<file path="config.mk">
export PLATFORM = sky130hd
export DESIGN_NAME = mlpq_ctrl
export DESIGN_NICKNAME = d
export VERILOG_FILES = /design/src/rtl/core/mlpq_pkg.sv /design/src/rtl/core/mlpq_ctrl.sv
export SDC_FILE = /design/constraint.sdc
export NUM_CORES = 1
export LEC_CHECK = 0
export BUFFER_PORTS_ARGS = -buffer_cell sky130_fd_sc_hd__buf_2
export CAP_MARGIN = 25
export CORE_AREA = 2 2 39 41
export CTS_BUF_LIST = sky130_fd_sc_hd__clkbuf_8
export CTS_CLUSTER_DIAMETER = 60
export DETAILED_ROUTE_END_ITERATION = 8
export DIE_AREA = 0 0 41 43
export SKIP_CTS_REPAIR_TIMING = 1
export SLEW_MARGIN = 30
export SYNTH_ARGS = -nofsm -noshare
export SYNTH_HDL_FRONTEND = slang
export SYNTH_SLANG_ARGS = --single-unit
</file>
<file path="constraint.sdc">
create_clock -name clock -period 2.6 [get_ports clock]
set_input_delay 0.65 -clock clock [delete_from_list [all_inputs] [get_ports clock]]
set_output_delay 0.65 -clock clock [all_outputs]
set_load 0.02 [all_outputs]
</file>
<file path="src/rtl/core/mlpq_pkg.sv">
`default_nettype none

package mlpq_pkg;

   // queue geometry
   localparam int NUM_LEVELS  = 32;
   localparam int LEVEL_DEPTH = 16;
   localparam int ID_BITS     = 8;

   localparam int LEVEL_BITS = $clog2(NUM_LEVELS);
   localparam int PTR_BITS   = $clog2(LEVEL_DEPTH);
   localparam int COUNT_BITS = $clog2(LEVEL_DEPTH + 1);
   localparam int SLICE_BITS = 6;
   localparam int ADDR_BITS  = LEVEL_BITS + PTR_BITS;
   localparam int RAM_DEPTH  = 2 ** ADDR_BITS;
   localparam int ENTRY_BITS = ID_BITS + SLICE_BITS;

   // field widths at the ports
   localparam int FIELD_ID_BITS    = 8;
   localparam int FIELD_LEVEL_BITS = 5;
   // wide enough to hold any level field and NUM_LEVELS itself
   localparam int LEVEL_CMP_BITS   = 8;
   localparam int ID_WIDE_BITS     = 16;

   typedef enum logic {
      REQ_ENQ = 1'b0,
      REQ_DEQ = 1'b1
   } req_code_type;

   typedef enum logic [1:0] {
      ST_ENQ   = 2'd0,
      ST_DEQ   = 2'd1,
      ST_EMPTY = 2'd2,
      ST_FULL  = 2'd3
   } status_type;

   typedef struct packed {
      req_code_type                req_type;
      logic [FIELD_ID_BITS-1:0]    thread_id;
      logic [FIELD_LEVEL_BITS-1:0] thread_level;
      logic [FIELD_LEVEL_BITS-1:0] running_level;
   } req_item_type;

   typedef struct packed {
      status_type                  status;
      logic [FIELD_ID_BITS-1:0]    out_thread_id;
      logic [FIELD_LEVEL_BITS-1:0] out_level;
      logic [SLICE_BITS-1:0]       out_timeslice;
   } rsp_item_type;

   typedef enum logic [1:0] {
      S_IDLE,
      S_LOOK,
      S_DONE
   } state_type;

   // commands from controller to datapath
   typedef struct packed {
      logic capture;
      logic exec;
      logic load_out;
   } cmd_type;

endpackage

`default_nettype wire

</file>
<file path="src/rtl/core/mlpq_ctrl.sv">
`default_nettype none

module mlpq_ctrl (
   input  wire logic             clock,
   input  wire logic             reset,
   input  wire logic             req_valid,
   output logic                  req_stall,
   output logic                  rsp_valid,
   input  wire logic             rsp_stall,
   output mlpq_pkg::cmd_type     cmd
);

   mlpq_pkg::state_type state_ff, state_in;
   logic                rsp_valid_ff, rsp_valid_in;
   logic                out_free;

   assign out_free  = !rsp_valid_ff || !rsp_stall;
   assign rsp_valid = rsp_valid_ff;

   // next state
   always_comb begin
      state_in = state_ff;
      unique case (state_ff)
         mlpq_pkg::S_IDLE: begin
            if (req_valid) state_in = mlpq_pkg::S_LOOK;
         end
         mlpq_pkg::S_LOOK: begin
            state_in = mlpq_pkg::S_DONE;
         end
         mlpq_pkg::S_DONE: begin
            if (out_free) begin
               state_in = req_valid ? mlpq_pkg::S_LOOK : mlpq_pkg::S_IDLE;
            end
         end
         default: state_in = mlpq_pkg::S_IDLE;
      endcase
   end

   // outputs and commands
   always_comb begin
      req_stall    = 1'b1;
      cmd.exec     = 1'b0;
      cmd.load_out = 1'b0;
      unique case (state_ff)
         mlpq_pkg::S_IDLE: begin
            req_stall = 1'b0;
         end
         mlpq_pkg::S_LOOK: begin
            cmd.exec = 1'b1;
         end
         mlpq_pkg::S_DONE: begin
            cmd.load_out = out_free;
            req_stall    = !out_free;
         end
         default: req_stall = 1'b1;
      endcase
      cmd.capture = req_valid && !req_stall;
   end

   // result valid flag
   always_comb begin
      rsp_valid_in = rsp_valid_ff && rsp_stall;
      if (cmd.load_out) rsp_valid_in = 1'b1;
   end

   always_ff @(posedge clock) begin
      if (reset) begin
         state_ff     <= mlpq_pkg::S_IDLE;
         rsp_valid_ff <= 1'b0;
      end else begin
         state_ff     <= state_in;
         rsp_valid_ff <= rsp_valid_in;
      end
   end

endmodule

`default_nettype wire

</file>
==> metrics.txt <==
FF+latch count, synth=3; root buffer cell=clkbuf_8; PwrDens=806 nW/um^2; Worst Setup End Kind=primary output; Final GP Congestion=0.453; Worst path most repeated cell=buf_2; Max-Cap Viols=0; routed length per instance=7.95 um; share of cells above drive strength 1=48.1%; Final Setup Violations=0; Tcrit/Tclk final=74.7%; final net count=32; Die Y=43 um; syn_nets=20; sequential area share after synthesis=39.7%; vias in the first global route=127; CP top delay family=simple AND/OR/NAND/NOR gates; initial DRC count=1; GR Overflow Total=0; RSZ-0062 raised after global routing=false; reg2reg setup slack=1.79 ns; WS Path Type=in -> out; CP max stage delay=0.19 ns; die span in x=41 um; drt pass-1 iters=2; initial antenna violation count=0; Die ar.=1760 sq um; drt total wl=342 um; drt drc=0; Avg Vias per Cell=3.26; gr usage total=5.72%; Worst EP required=1.95 ns; CP bufs+invs=2; maximum fanout along the worst path=4; Static Leak=0.000120 uW; Area Overhead vs Synth=64.5%; Synth cell types=11; first-pass GRT wire length=531 um; core area=1380 sq um; H-tree depth=1; peak supply drop=153 uV; run status=complete, no violations; clock-pin transition on the worst setup and hold timing paths=0.03 ns; TritonCTS Buffers=3; Worst-Skew Late Latency=0.22 ns; final non-filler cell total=43; Worst Clk Skew=0.000419 ns; crit path max-delay cell type=or2_1; startpoint types=primary input; Ports=9; post-layout min period=1.94 ns; Slew HR=88.0%; clk buf depth=2; worst path cell trace=buf_2, and3_4, or2_1, buf_2; Port Buf Inserts=8; ant diodes=0; Synth Instances=16; worst hold path class=reg -> reg; r2r startpoint=rsp_valid; Final Max Tran Viols=0; CTS tree=yes; antenna viol nets, final=0; Post-Place Cells=39; Fin. Hold Viols=0; synthesized cell area=151 sq um; Sink Count=3; Critical Path AT=1.29 ns; yosys warns=0; Site Rows=14; setup ws final=0.657 ns; Initial Utilization=10.9%; via count=140; CP startpoint=rsp_stall; worst slack, placed=0.657 ns; largest net degree at the start of global routing=7; Fin Setup TNS=0 ns; Slew @ Worst Pin=0.180 ns; Synth Area per Inst=9.46 sq um; min-delay src=rsp_valid; max frequency=0.515 GHz
## final timing paths
kind                 end  cells past startpoint
max            req_stall                      4
min            rsp_valid                      2
max reg2reg  state_ff[0]                      2
min reg2reg    rsp_valid                      2
## logic make-up after synthesis
group,share of synthesized area [%]
simple gates,43.0
buf+inv,7.44
flops,39.7
compound gates,9.91
## placed cells by master, fill, tap and decap left out
cell type and n:
or2_1 1, dfxtp_1 3, inv_1 2, nor4b_2 1
buf_2 8, clkbuf_8 3, nand4b_1 1, nand2b_1 2
nor3b_1 1, a21oi_1 3, and3_4 1, nand2_1 1
## synth_stat cells, drive strengths merged
cell type	n	area share, %
inv	1	2.5
nor4b	1	9.9
a21oi	3	9.9
or2	1	4.1
buf	1	5.0
nand4b	1	5.8
and3	1	7.4
dfxtp	3	40
nand2	1	2.5
nor3b	1	5.0
nand2b	2	8.3
## per-stage QoR
step / power, uW / area (sq um) / util, % / hold slack (ns)
6_report: 201 / 249 / 18.0 / 0.504
5_1_grt: 215 / 249 / 18.0 / 0.532
4_1_cts: 206 / 249 / 18.0 / 0.509
3_5_place_dp: 69.7 / 204 / 14.7 / 0.506
3_3_place_gp: 69.7 / 204 / 14.7 / 0.501
2_1_floorplan: 63.0 / 151 / - / 0.474
## final cells by class
type | count | area [sq um]
fillers | 160 | 1130
multi-input cells | 11 | 80.1
flip-flops and latches | 3 | 60.1
clock buffers | 3 | 41.3
repair buffers | 8 | 40.0
well taps | 16 | 20.0
clock inverters | 1 | 3.75
inverters | 1 | 3.75
## layer usage
layer  global-route usage (%)  share of wire [%]  vias to the layer above
li1                         -                  -                       77
met1                     4.82                 45                       51
met2                     5.63                 39                       10
met3                     4.71                 11                        2
met4                     10.0                4.1                        0
met5                        0                  0                        -
## registers in the layout (all words and copies together), names as in the netlist
name / flops
rsp_valid: 1
state_ff: 2
## tightest hold or removal path: cells and delay by family (launching register included)
| kind | cells | cell delay [ns] |
|---|---|---|
| AO/OA/AOI/OAI | 1 | 0.05 |
| AND/OR/NAND/NOR | 1 | 0.07 |
| flip-flops | 1 | 0.33 |
## where the power goes
part	internal, uW	switching (uW)	total, uW
clock network	101	31.3	132
registers	48.5	2.28	50.7
logic	7.94	10.2	18.2
No activity file was read; power rests on OpenSTA's default activity.
